[config.mk]
export PLATFORM = sky130hd
export DESIGN_NAME = scancode_set1_to_char_decoder
export DESIGN_NICKNAME = d
export VERILOG_FILES = /design/src/rtl/scdec_pkg.sv /design/src/rtl/scancode_set1_to_char_decoder.sv
export SDC_FILE = /design/constraint.sdc
export NUM_CORES = 1
export LEC_CHECK = 0
export BUFFER_PORTS_ARGS = -buffer_cell sky130_fd_sc_hd__buf_2
export CORE_ASPECT_RATIO = 0.9
export CORE_MARGIN = 2
export CORE_UTILIZATION = 42
export DETAILED_ROUTE_END_ITERATION = 10
export PLACE_DENSITY = 0.65
export SLEW_MARGIN = 0
export SYNTH_ARGS = -nofsm -noshare
export SYNTH_HDL_FRONTEND = slang
export SYNTH_SLANG_ARGS = --single-unit
[constraint.sdc]
create_clock -name clk -period 3.7 [get_ports clk]
set_input_delay 0.37 -clock clk [delete_from_list [all_inputs] [get_ports clk]]
set_output_delay 0.37 -clock clk [all_outputs]
set_load 0.01 [all_outputs]
[src/rtl/scdec_pkg.sv]
// shared constants, types and key tables for the set-1 scancode decoder
`timescale 1ns / 1ps
`default_nettype none

package scdec_pkg;

  localparam logic [7:0] PREFIX_BYTE = 8'hE0;
  localparam int unsigned BREAK_BIT  = 7;
  localparam logic [6:0] KEY_ALT     = 7'h38;
  localparam logic [6:0] KEY_LSHIFT  = 7'h2A;
  localparam logic [6:0] KEY_RSHIFT  = 7'h36;
  localparam logic [6:0] KEY_CTRL    = 7'h1D;
  localparam logic [6:0] KEY_UP      = 7'h48;
  localparam logic [6:0] KEY_DOWN    = 7'h50;
  localparam logic [6:0] KEY_RIGHT   = 7'h4D;
  localparam logic [6:0] KEY_LEFT    = 7'h4B;
  localparam logic [6:0] KEY_ISO102  = 7'd86;

  localparam logic [7:0] CHAR_ESC     = 8'h1B;
  localparam logic [7:0] CHAR_BRACKET = 8'h5B;
  localparam logic [7:0] CHAR_A_UP    = 8'h41;
  localparam logic [7:0] CHAR_B_DOWN  = 8'h42;
  localparam logic [7:0] CHAR_C_RIGHT = 8'h43;
  localparam logic [7:0] CHAR_D_LEFT  = 8'h44;
  localparam logic [7:0] CHAR_LT      = 8'h3C;
  localparam logic [7:0] CHAR_GT      = 8'h3E;
  localparam logic [7:0] CHAR_BAR     = 8'h7C;
  localparam logic [7:0] CHAR_LOWER_A = 8'h61;
  localparam logic [7:0] CHAR_LOWER_Z = 8'h7A;
  localparam logic [7:0] CTRL_OFFSET  = 8'h60;

  typedef enum logic [1:0] {
    EMIT_NONE,
    EMIT_CHAR,
    EMIT_ESCAPE
  } emit_t;

  function automatic logic [7:0] base_char(input logic [6:0] code);
    logic [7:0] ch;
    case (code)
      7'd1:  ch = 8'h1B;
      7'd2:  ch = 8'h31;
      7'd3:  ch = 8'h32;
      7'd4:  ch = 8'h33;
      7'd5:  ch = 8'h34;
      7'd6:  ch = 8'h35;
      7'd7:  ch = 8'h36;
      7'd8:  ch = 8'h37;
      7'd9:  ch = 8'h38;
      7'd10: ch = 8'h39;
      7'd11: ch = 8'h30;
      7'd12: ch = 8'h2D;
      7'd13: ch = 8'h2B;
      7'd14: ch = 8'h08;
      7'd15: ch = 8'h09;
      7'd16: ch = 8'h71;
      7'd17: ch = 8'h77;
      7'd18: ch = 8'h65;
      7'd19: ch = 8'h72;
      7'd20: ch = 8'h74;
      7'd21: ch = 8'h79;
      7'd22: ch = 8'h75;
      7'd23: ch = 8'h69;
      7'd24: ch = 8'h6F;
      7'd25: ch = 8'h70;
      7'd26: ch = 8'h86;
      7'd27: ch = 8'h5E;
      7'd28: ch = 8'h0A;
      7'd30: ch = 8'h61;
      7'd31: ch = 8'h73;
      7'd32: ch = 8'h64;
      7'd33: ch = 8'h66;
      7'd34: ch = 8'h67;
      7'd35: ch = 8'h68;
      7'd36: ch = 8'h6A;
      7'd37: ch = 8'h6B;
      7'd38: ch = 8'h6C;
      7'd39: ch = 8'h91;
      7'd40: ch = 8'h9B;
      7'd41: ch = 8'h60;
      7'd43: ch = 8'h5C;
      7'd44: ch = 8'h7A;
      7'd45: ch = 8'h78;
      7'd46: ch = 8'h63;
      7'd47: ch = 8'h76;
      7'd48: ch = 8'h62;
      7'd49: ch = 8'h6E;
      7'd50: ch = 8'h6D;
      7'd51: ch = 8'h2C;
      7'd52: ch = 8'h2E;
      7'd53: ch = 8'h2D;
      7'd55: ch = 8'h2A;
      7'd57: ch = 8'h20;
      default: ch = 8'h00;
    endcase
    return ch;
  endfunction

  function automatic logic [7:0] shift_char(input logic [6:0] code);
    logic [7:0] ch;
    case (code)
      7'd1:  ch = 8'h1B;
      7'd2:  ch = 8'h21;
      7'd3:  ch = 8'h22;
      7'd4:  ch = 8'h23;
      7'd5:  ch = 8'hA4;
      7'd6:  ch = 8'h25;
      7'd7:  ch = 8'h26;
      7'd8:  ch = 8'h2F;
      7'd9:  ch = 8'h28;
      7'd10: ch = 8'h29;
      7'd11: ch = 8'h3D;
      7'd12: ch = 8'h5F;
      7'd13: ch = 8'h3F;
      7'd14: ch = 8'h08;
      7'd15: ch = 8'h09;
      7'd16: ch = 8'h51;
      7'd17: ch = 8'h57;
      7'd18: ch = 8'h45;
      7'd19: ch = 8'h52;
      7'd20: ch = 8'h54;
      7'd21: ch = 8'h59;
      7'd22: ch = 8'h55;
      7'd23: ch = 8'h49;
      7'd24: ch = 8'h4F;
      7'd25: ch = 8'h50;
      7'd26: ch = 8'h8F;
      7'd27: ch = 8'hF9;
      7'd28: ch = 8'h0A;
      7'd30: ch = 8'h41;
      7'd31: ch = 8'h53;
      7'd32: ch = 8'h44;
      7'd33: ch = 8'h46;
      7'd34: ch = 8'h47;
      7'd35: ch = 8'h48;
      7'd36: ch = 8'h4A;
      7'd37: ch = 8'h4B;
      7'd38: ch = 8'h4C;
      7'd39: ch = 8'h92;
      7'd40: ch = 8'h9D;
      7'd41: ch = 8'h7E;
      7'd43: ch = 8'h7C;
      7'd44: ch = 8'h5A;
      7'd45: ch = 8'h58;
      7'd46: ch = 8'h43;
      7'd47: ch = 8'h56;
      7'd48: ch = 8'h42;
      7'd49: ch = 8'h4E;
      7'd50: ch = 8'h4D;
      7'd51: ch = 8'h3B;
      7'd52: ch = 8'h3A;
      7'd53: ch = 8'h5F;
      7'd55: ch = 8'h2A;
      7'd57: ch = 8'h20;
      default: ch = 8'h00;
    endcase
    return ch;
  endfunction

  function automatic logic [7:0] altgr_char(input logic [6:0] code);
    logic [7:0] ch;
    case (code)
      7'd3:  ch = 8'h40;
      7'd4:  ch = 8'h9C;
      7'd5:  ch = 8'h24;
      7'd8:  ch = 8'h7B;
      7'd9:  ch = 8'h5B;
      7'd10: ch = 8'h5D;
      7'd11: ch = 8'h7D;
      7'd12: ch = 8'h5C;
      7'd56: ch = 8'h2A;
      default: ch = 8'h00;
    endcase
    return ch;
  endfunction

endpackage

`default_nettype wire

[src/rtl/scancode_set1_to_char_decoder.sv]
// top level: set-1 scancode to danish character decoder
`timescale 1ns / 1ps
`default_nettype none

// channel | handshake               | payload
// --------+-------------------------+------------------------------
// scan    | scan_valid / scan_ready | scan_byte[7:0]
// char    | char_valid / char_ready | char_out[7:0], last_of_run
//
// a scan beat lands in an input register, is decoded in one pass and loaded
// into the output register; one byte per cycle is taken while the output is free
// a character key gives one char beat, an extended arrow gives three beats
// (esc, '[', letter) in that order from the output register
// reset clears the prefix and modifier flags and empties both registers
// a stalled char beat holds; the input register still takes one scan beat

module scancode_set1_to_char_decoder (
  input  wire logic       clk,
  input  wire logic       rst,
  input  wire logic [7:0] scan_byte,
  input  wire logic       scan_valid,
  output logic            scan_ready,
  output logic [7:0]      char_out,
  output logic            last_of_run,
  output logic            char_valid,
  input  wire logic       char_ready
);
  import scdec_pkg::*;

  // input register
  logic       in_full;
  logic [7:0] in_byte;

  // key state
  logic extended_pending, extended_pending_next;
  logic shift_held, shift_held_next;
  logic control_held, control_held_next;
  logic altgr_held, altgr_held_next;

  // output register and the rest of an escape run
  logic [1:0] remaining;
  logic [7:0] tail;

  // decode results
  emit_t      emit;
  logic [7:0] dec_char;
  logic [7:0] dec_tail;
  logic [7:0] key_char;
  logic [7:0] alt_char;
  logic [6:0] code;

  logic out_fire;
  logic in_take;
  logic scan_fire;

  assign out_fire   = char_valid && char_ready;
  // decoded byte moves on when the output is empty or its final beat leaves
  assign in_take    = in_full && (!char_valid || (out_fire && remaining == 2'd0));
  assign scan_ready = !in_full || in_take;
  assign scan_fire  = scan_valid && scan_ready;

  assign code     = in_byte[6:0];
  assign alt_char = altgr_char(code);

  always_comb begin
    extended_pending_next = extended_pending;
    shift_held_next       = shift_held;
    control_held_next     = control_held;
    altgr_held_next       = altgr_held;
    emit                  = EMIT_NONE;
    dec_char              = CHAR_ESC;
    dec_tail              = CHAR_A_UP;
    key_char              = 8'h00;

    // table lookup with altgr only where its entry exists
    if (code == KEY_ISO102) begin
      key_char = altgr_held ? CHAR_BAR : (shift_held ? CHAR_GT : CHAR_LT);
    end else if (altgr_held && alt_char != 8'h00) begin
      key_char = alt_char;
    end else if (shift_held) begin
      key_char = shift_char(code);
    end else begin
      key_char = base_char(code);
    end

    if (in_byte == PREFIX_BYTE) begin
      extended_pending_next = 1'b1;
    end else begin
      extended_pending_next = 1'b0;
      if (in_byte[BREAK_BIT]) begin
        // break: only modifiers are released
        if (extended_pending && code == KEY_ALT) begin
          altgr_held_next = 1'b0;
        end else if (code inside {KEY_LSHIFT, KEY_RSHIFT}) begin
          shift_held_next = 1'b0;
        end else if (code == KEY_CTRL) begin
          control_held_next = 1'b0;
        end
      end else if (extended_pending && code == KEY_ALT) begin
        altgr_held_next = 1'b1;
      end else if (code inside {KEY_LSHIFT, KEY_RSHIFT}) begin
        shift_held_next = 1'b1;
      end else if (code == KEY_CTRL) begin
        control_held_next = 1'b1;
      end else if (code == KEY_ALT) begin
        // left alt never changes the output
      end else if (extended_pending) begin
        emit = EMIT_ESCAPE;
        case (code)
          KEY_UP:    dec_tail = CHAR_A_UP;
          KEY_DOWN:  dec_tail = CHAR_B_DOWN;
          KEY_RIGHT: dec_tail = CHAR_C_RIGHT;
          KEY_LEFT:  dec_tail = CHAR_D_LEFT;
          default:   emit     = EMIT_NONE;
        endcase
      end else if (key_char != 8'h00) begin
        emit = EMIT_CHAR;
        if (control_held && key_char inside {[CHAR_LOWER_A:CHAR_LOWER_Z]}) begin
          dec_char = key_char - CTRL_OFFSET;
        end else begin
          dec_char = key_char;
        end
      end
    end
  end

  // input register
  always_ff @(posedge clk) begin
    if (rst) begin
      in_full <= 1'b0;
    end else if (scan_fire) begin
      in_full <= 1'b1;
    end else if (in_take) begin
      in_full <= 1'b0;
    end
    if (scan_fire) begin
      in_byte <= scan_byte;
    end
  end

  // key state follows each decoded byte
  always_ff @(posedge clk) begin
    if (rst) begin
      extended_pending <= 1'b0;
      shift_held       <= 1'b0;
      control_held     <= 1'b0;
      altgr_held       <= 1'b0;
    end else if (in_take) begin
      extended_pending <= extended_pending_next;
      shift_held       <= shift_held_next;
      control_held     <= control_held_next;
      altgr_held       <= altgr_held_next;
    end
  end

  // output register; an escape run steps esc, bracket, letter
  always_ff @(posedge clk) begin
    if (rst) begin
      char_valid <= 1'b0;
      remaining  <= 2'd0;
    end else if (out_fire && remaining != 2'd0) begin
      remaining <= remaining - 2'd1;
      if (remaining == 2'd2) begin
        char_out    <= CHAR_BRACKET;
        last_of_run <= 1'b0;
      end else begin
        char_out    <= tail;
        last_of_run <= 1'b1;
      end
    end else if (in_take) begin
      char_valid <= (emit != EMIT_NONE);
      char_out   <= dec_char;
      tail       <= dec_tail;
      if (emit == EMIT_ESCAPE) begin
        remaining   <= 2'd2;
        last_of_run <= 1'b0;
      end else begin
        remaining   <= 2'd0;
        last_of_run <= 1'b1;
      end
    end else if (out_fire) begin
      char_valid <= 1'b0;
    end
  end

endmodule

`default_nettype wire
==> results.cfg, run 1 <==
[grt]
overflow = 0
met1_usage = 0.312
busiest_layer = met1
antenna_found_initial = 0
grt_pass1_wl_um = 15700
grtUsageTotal = 0.210
grt_pass1_vias = 3083
grt_max_degree = 31
use_met2 = 0.306
met3_usage = 0.0308

[yosys]
syn_nets = 434
synth_edf_count = 20
synth_top_family_by_area = compound AO/OA/AOI/OAI gates
ys_warn_count = 0
ys_ff_latch = 44
yosys-mux-area-fraction = 0.117
synth.avg_cell_area_um2 = 8.73
synth_cell_types = 76
synthFlopType = dfxtp_1
synth-adder-area-share = 0.0456
ys_seq_area_frac = 0.303
synth-compound-area-share = 0.270
async_flop_share = 0
synthTopCellsByArea = edfxtp_1 17%, dfxtp_1 13%, a21oi_1 4.9%
synth_top_area_share = 0.168
syn-instance-count = 409
synth_top_area_cell = edfxtp_1
post_synth_xor_area_fraction = 0.00736
yosys.area_share.simple = 0.196
syn_area_mm2 = 0.00357

[worst_setup_path]
endpoint_kind = flop
start_kind = flop
path_max_fanout = 15
cp-startpoint = remaining[0]
r2r_slack_ns = 0.34
r2r-start = remaining[0]
required_ns = 3.88
worstPathArrival_ns = 3.54
critPathKind = flop to flop
ff2ff_path_depth = 11

[outcome]
status = completed

[timing]
tightest_slew_ns = 0.812
timing.final.hold_violations = 0
finalSetupViolCount = 0
fin_setup_tns_ns = 0
relSlewSlack = 0.459
final_max_slew_viol_count = 0
clock_skew_ns = 0.0115
rsz0062_at_grt = false
fin_crit_sh = 0.909
fmax_ghz = 0.297
fin_crit_ns = 3.36
finalWorstSetupSlack_ns = 0.336

[hold_path]
hold_class = input port to flop

[clocking]
worstSkewPairLatency_ns = 0.29
cts_hold_buf = 0
root_buffer = clkbuf_8
cts_buffers = 5
cts_tree = built
postCtsSetupBuffers = 0
h-tree-depth = 2
cts_sinks = 44
clk_path_buf_depth = 2
ctsResizeCount = 0
clk_pin_slew_ns = 0.08

[drt]
routedWlPerCell_um = 18.6
vias = 3288
drt-pass1-iter-count = 5
drc = 0
dr.first_iter.drc_count = 394
ant_nets = 0
totalWireLength_um = 9430
viasPerCell = 6.47

[power]
clkPwrFrac = 0.272
peakVddDrop_mv = 0.157
p_seq_frac = 0.434
p_int_uw = 904
power_switching_uw = 425
power_density_mw_per_mm2 = 349
swShare = 0.320
p_comb_frac = 0.293
p_leak_uw = 0.00137

[die]
rows = 31
start_util = 0.438
coreArea_mm2 = 0.00815
ios = 23
die-area_mm2 = 0.00925
die_y_um = 91.5
fp.dieW_um = 101

[layout]
drive_gt1_frac = 0.176
n_fill_cell = 773
n_antenna_cell = 0
area_growth_pct = 6.59
fin_nets = 433

[placed_design]
place_congestion = 0.950
dp_hpwl_um = 6750
port_buffers = 22
place_ws_ns = 0.410

[run]
drv_cap = 0
==> critical path, stage by stage (launching register included) <==
cell and delay (ns):
dfxtp_1 0.32, inv_1 0.09, ha_1 0.20, a21boi_2 0.10, a21boi_2 0.33, mux2_2 0.50
inv_1 0.33, ha_1 0.57, mux2i_1 0.15, a211oi_1 0.26, a31oi_1 0.09, a211o_1 0.31
==> layout make-up <==
| class | instances | area (um^2) | area share |
|---|---|---|---|
| Sequential cell | 44 | 1080 | 0.284 |
| Timing Repair Buffer | 30 | 170 | 0.0447 |
| Clock inverter | 3 | 42.5 | 0.0112 |
| Tap cell | 99 | 124 | 0.0326 |
| Multi-Input combinational cell | 316 | 2280 | 0.598 |
| Inverter | 11 | 41.3 | 0.0109 |
| Clock buffer | 5 | 68.8 | 0.0181 |
==> cells by family after synthesis <==
| logic type | Yosys count |
|---|---|
| adders and majority gates | 13 |
| and+or+nand+nor | 135 |
| muxes | 32 |
| DFF | 44 |
| AOI/OAI and AO/OA | 133 |
| buffers and inverters | 49 |
| xor gates and xnor gates | 3 |
==> how the worst min path moves through the flow <==
stage	from	to	slack [ns]	depth (start not counted)
after global routing	scan_byte[7]	in_byte[7]	0.24	1
after global placement	remaining[0]	remaining[0]	0.46	2
final	scan_byte[6]	in_byte[6]	0.25	1
after floorplan	remaining[0]	remaining[0]	0.44	2
after CTS	scan_byte[6]	in_byte[6]	0.24	1
after detailed placement	remaining[0]	remaining[0]	0.46	2
==> cells in the final DEF, fill, tap and decap left out, drive strengths merged, types with 6 or more instances in the layout <==
master,netlist,layout
inv,11,11
nand2,35,35
ha,13,13
nor2,41,41
nand3,8,8
mux2,9,9
buf,18,30
o21ai,16,16
a31oi,10,10
a211oi,8,8
a21boi,6,6
a22oi,8,8
edfxtp,20,20
nor3,16,16
a21oi,35,35
mux2i,19,19
dfxtp,24,24
==> power groups by stage <==
| stage | Sequential, uW | Clock [uW] | Combinational (uW) |
|---|---|---|---|
| after floorplan | 574 | 0 | 301 |
| after global placement | 588 | 0 | 383 |
| after detailed placement | 589 | 0 | 380 |
| after CTS | 577 | 373 | 382 |
| after global routing | 583 | 392 | 426 |
| final | 577 | 362 | 390 |
==> synth_stat cells (all sizes together) (5+ instances only) <==
cell type	n
a31oi	10
a22oi	8
edfxtp	20
buf	18
a21boi	6
mux2i	19
a211oi	8
nand3	8
clkbuf	20
inv	11
nor3	16
nor2	41
a21oi	35
o211ai	5
ha	13
nand2	35
dfxtp	24
mux2	9
a221oi	5
o21ai	16
==> stage by stage <==
step / hold WS (ns) / instances / utilization / cell area [um^2] / total power, uW
6_report: 0.253 / 508 / 0.467 / 3800 / 1330
5_1_grt: 0.243 / 508 / 0.467 / 3800 / 1400
4_1_cts: 0.245 / 508 / 0.467 / 3800 / 1330
3_5_place_dp: 0.465 / 500 / 0.453 / 3690 / 969
3_3_place_gp: 0.456 / 500 / 0.453 / 3690 / 971
2_1_floorplan: 0.444 / 409 / - / 3570 / 875
==> routing by layer <==
layer | up-vias | part of all wire
li1 | 1551 | -
met1 | 1579 | 0.47
met2 | 140 | 0.45
met3 | 18 | 0.058
met4 | 0 | 0.020
met5 | - | 0
No activity file was read; power rests on OpenSTA's default activity.
==> run 2: changes to the inputs <==
==> constraint.sdc (replaced) <==
create_clock -name clk -period 3.2 [get_ports clk]
set_input_delay 0.32 -clock clk [delete_from_list [all_inputs] [get_ports clk]]
set_output_delay 0.32 -clock clk [all_outputs]
set_load 0.01 [all_outputs]
==> run 2 against run 1 <==
Effect of this change:
- register-to-register slack lost 0.18 ns
- power up 19%
- combinational power grew 26%
- final area rose by 3.8%
- worst setup slack worse by 0.18 ns
- critical path type unchanged
- largest cell class unchanged
==> results.cfg, run 2 (synthesized netlist as in run 1, its figures left out) <==
[drt]
viasPerCell = 6.31
totalWireLength_um = 9670
drt-pass1-iter-count = 5
ant_nets = 0
vias = 3301
dr.first_iter.drc_count = 318
routedWlPerCell_um = 18.5
drc = 0

[outcome]
status = completed

[clocking]
worstSkewPairLatency_ns = 0.31
cts_buffers = 5
clk_pin_slew_ns = 0.09
h-tree-depth = 2
root_buffer = clkbuf_8
clk_path_buf_depth = 2
cts_sinks = 44
cts_tree = built

[die]
coreArea_mm2 = 0.00815
rows = 31
die-area_mm2 = 0.00925
start_util = 0.438
fp.dieW_um = 101
ios = 23
die_y_um = 91.5

[timing]
fin_setup_tns_ns = 0
clock_skew_ns = 0.0122
timing.final.hold_violations = 0
hold_ws_ns = 0.193
tightest_slew_ns = 0.790
rsz0062_at_grt = false
fin_crit_sh = 0.951
relSlewSlack = 0.473
fin_crit_ns = 3.04
finalSetupViolCount = 0
finalWorstSetupSlack_ns = 0.158
final_max_slew_viol_count = 0
fmax_ghz = 0.329

[power]
report.power.total_uw = 1590
peakVddDrop_mv = 0.210
p_leak_uw = 0.00145
power_density_mw_per_mm2 = 401

[worst_setup_path]
cp_num_buf_inv = 3
start_kind = flop
required_ns = 3.41
worstPathArrival_ns = 3.25
path_max_fanout = 8
worst_path_max_delay_cell = mux4_2
critPathKind = flop to flop
critPathTopFamily = multiplexers
slowest_delay_ns = 0.46
endpoint_kind = flop
cp-startpoint = remaining[0]
ff2ff_path_depth = 12
path_cells = inv_1, ha_1, a21boi_2, a21boi_2, mux2_2, buf_4, ha_1, inv_1, mux4_2, nor2_1, a211oi_1, a21oi_1
r2r_slack_ns = 0.16
r2r-start = remaining[0]

[hold_path]
whs_endpoint = in_byte[6]
hold_class = input port to flop
hold_depth = 1
hold_path.startpoint = scan_byte[6]

[layout]
mostFrequentLayoutCells = 39 x nor2_1, 35 x a21oi_1, 35 x nand2_1
fin_nets = 448
n_antenna_cell = 0
n_fill_cell = 768
final_common_cell = nor2_1
drive_gt1_frac = 0.212
area_growth_pct = 10.7

[placed_design]
dp_hpwl_um = 6990
port_buffers = 22
place_congestion = 0.975
place_ws_ns = 0.122

[grt]
grtUsageTotal = 0.220
grt_pass1_wl_um = 16000
grt_pass1_vias = 3081
overflow = 0
antenna_found_initial = 0
grt_max_degree = 31

[run]
drv_cap = 0
## run 2: cell type report
cell class / instances / area [um^2] / area share
clock buffers: 5 / 68.8 / 0.0174
flip-flops and latches: 44 / 1080 / 0.274
inverters: 11 / 41.3 / 0.0104
repair buffers: 45 / 308 / 0.0779
clock inverters: 3 / 46.3 / 0.0117
multi-input cells: 316 / 2280 / 0.578
well taps: 99 / 124 / 0.0313
## run 2: how the worst max path moves through the flow
stage	depth (start not counted)	slack, ns	endpoint
after global routing	12	0.02	flop
final	12	0.16	flop
after global placement	11	0.28	flop
after detailed placement	11	0.12	flop
after floorplan	14	0.28	flop
after CTS	11	0.10	flop
## run 2: layer usage
| layer | global-route usage | routed length, um |
|---|---|---|
| met1 | 0.333 | 4370 |
| met5 | 0 | 0 |
| met3 | 0.0439 | 841 |
| met2 | 0.307 | 4250 |
| met4 | 0.0743 | 213 |
## run 2: per-stage QoR
| step | instances | instance area [um^2] | utilization |
|---|---|---|---|
| 5_1_grt | 523 | 3950 | 0.485 |
| 3_5_place_dp | 513 | 3820 | 0.469 |
| 6_report | 523 | 3950 | 0.485 |
| 4_1_cts | 521 | 3930 | 0.483 |
| 3_3_place_gp | 513 | 3820 | 0.469 |
| 2_1_floorplan | 409 | 3570 | - |
## run 2: timing repair
item                                    in CTS  in global routing
hold buffers                                 0                  0
endpoints found under the setup margin       0                  6
setup buffers                                0                  2
resized for setup                            0                  2
## run 2: worst register-to-register path, cell delays in order, from the launching register on
cell and delay [ns]:
dfxtp_1 0.35, inv_1 0.08, ha_1 0.24, a21boi_2 0.25, a21boi_2 0.16, mux2_2 0.34, buf_4 0.19, ha_1 0.40
inv_1 0.12, mux4_2 0.46, nor2_1 0.10, a211oi_1 0.06, a21oi_1 0.21
## run 2: report_power, final
group,internal (uW),switching [uW],total [uW]
clock,235,204,439
sequential,636,19.8,655
combinational,199,291,491
==> run 3: changes to the inputs <==
--- a/config.mk
+++ b/config.mk
@@ -10,7 +10,7 @@
 export CORE_MARGIN = 2
 export CORE_UTILIZATION = 42
 export DETAILED_ROUTE_END_ITERATION = 10
-export PLACE_DENSITY = 0.65
+export PLACE_DENSITY = 0.67
 export SLEW_MARGIN = 0
 export SYNTH_ARGS = -nofsm -noshare
 export SYNTH_HDL_FRONTEND = slang
==> run 3 against run 2 <==
Effect of this change:
- global-route usage decreased by 1.1 points
- non-clock buffer count unchanged
- clock-buffer cell count unchanged
- highest routed layer unchanged
- die area unchanged
- sequential share of layout area increased by 0.061 points
- register-to-register slack improved by 0.11 ns
- worst setup slack improved by 0.11 ns
- first-iteration DRC count decreased by 5.7%
==> results.cfg, run 3 (synthesized netlist as in run 1, its figures left out) <==
[outcome]
status = completed

[worst_setup_path]
cp_num_buf_inv = 3
slowest_delay_ns = 0.41
worst_path_max_delay_cell = nor2_1
required_ns = 3.43
crit_path_frequent_cell = a21boi_2
path_max_fanout = 22
worstPathArrival_ns = 3.16
critPathKind = flop to flop
start_kind = flop
critPathTopFamily = compound AO/OA/AOI/OAI gates
endpoint_kind = flop
ff2ff_path_depth = 11
path_cells = inv_1, ha_1, a21boi_2, a21boi_2, buf_4, mux2i_4, inv_2, nor2_1, a22oi_1, nor3_1, o21bai_1
cp_num_cells = 11

[die]
fp.dieW_um = 101
coreArea_mm2 = 0.00815
ios = 23
start_util = 0.438
die-area_mm2 = 0.00925
rows = 31
die_y_um = 91.5

[placed_design]
placed_cell_area_mm2 = 0.00383
port_buffers = 22
place_inst = 515
place_congestion = 0.955
dp_hpwl_um = 6960

[clocking]
worstSkewPairLatency_ns = 0.30
clk_pin_slew_ns = 0.10
cts_hold_buf = 0
clk_path_buf_depth = 2
cts_sinks = 44
cts_buffers = 5
postCtsSetupBuffers = 0
ctsResizeCount = 0
h-tree-depth = 2
root_buffer = clkbuf_8
cts_tree = built

[timing]
fin_crit_ns = 2.93
final_max_slew_viol_count = 0
clock_skew_ns = 0.0216
finalSetupViolCount = 0
fin_setup_tns_ns = 0
relSlewSlack = 0.442
timing.final.hold_violations = 0
hold_ws_ns = 0.196
fmax_ghz = 0.341
tightest_slew_ns = 0.837
fin_crit_sh = 0.917
rsz0062_at_grt = false

[grt]
antenna_found_initial = 0
grt_max_degree = 31
overflow = 0
grt_pass1_wl_um = 15600
grtUsageTotal = 0.209
grt_pass1_vias = 3044

[layout]
n_fill_cell = 779
fin_nets = 448
final_common_cell = nor2_1
final_cells = 523
n_antenna_cell = 0
ff_latch_area_mm2 = 0.00108
drive_gt1_frac = 0.205
mostFrequentLayoutCells = 40 x nor2_1, 35 x a21oi_1, 35 x nand2_1
area_growth_pct = 10.4
multi_input_area_mm2 = 0.00228
design_area_mm2 = 0.00394

[power]
power_density_mw_per_mm2 = 400
report.power.total_uw = 1580
p_leak_uw = 0.00145
peakVddDrop_mv = 0.227

[drt]
viasPerCell = 6.31
routedWlPerCell_um = 18.1
drt-pass1-iter-count = 5
drc = 0
dr.first_iter.drc_count = 300
ant_nets = 0
totalWireLength_um = 9490
vias = 3299

[hold_path]
hold_class = input port to flop
hold_depth = 1

[run]
drv_cap = 0
[run 3: cell type report]
cell class | count | area share
Tap cell | 99 | 0.0314
Inverter | 11 | 0.0105
Multi-Input combinational cell | 316 | 0.578
Clock buffer | 5 | 0.0175
Sequential cell | 44 | 0.274
Timing Repair Buffer | 45 | 0.0781
Clock inverter | 3 | 0.0108
[run 3: worst register-to-register path, cell delays in order (launching register included)]
cell and delay (ns):
dfxtp_1 0.31, inv_1 0.09, ha_1 0.22, a21boi_2 0.11
a21boi_2 0.33, buf_4 0.32, mux2i_4 0.27, inv_2 0.20
nor2_1 0.42, a22oi_1 0.17, nor3_1 0.27, o21bai_1 0.16
[run 3: through the flow]
step / utilization / worst slack (ns)
global placement: 0.470 / 0.319
finish: 0.484 / 0.267
CTS: 0.484 / 0.269
global route: 0.484 / 0.0378
detailed placement: 0.470 / 0.288
floorplan: - / 0.280
[run 3: layer usage]
metal  wire [um]  share of wire  GRT usage
met4          75         0.0079     0.0484
met1        4490           0.47      0.307
met2        4370           0.46      0.319
met3         550          0.058     0.0323
met5           0              0          0
[run 3: path summary, 6_finish.rpt]
kind / slack, ns / startpoint / end
hold / removal: 0.20 / scan_byte[6] / in_byte[6]
setup / recovery: 0.27 / remaining[0] / flop
setup reg to reg: 0.27 / remaining[0] / flop
hold reg to reg: 0.47 / remaining[0] / remaining[0]
[run 3: power breakdown]
group,internal [uW],switching [uW],total (uW)
registers,636,22.7,659
logic,200,287,486
clock network,232,200,432
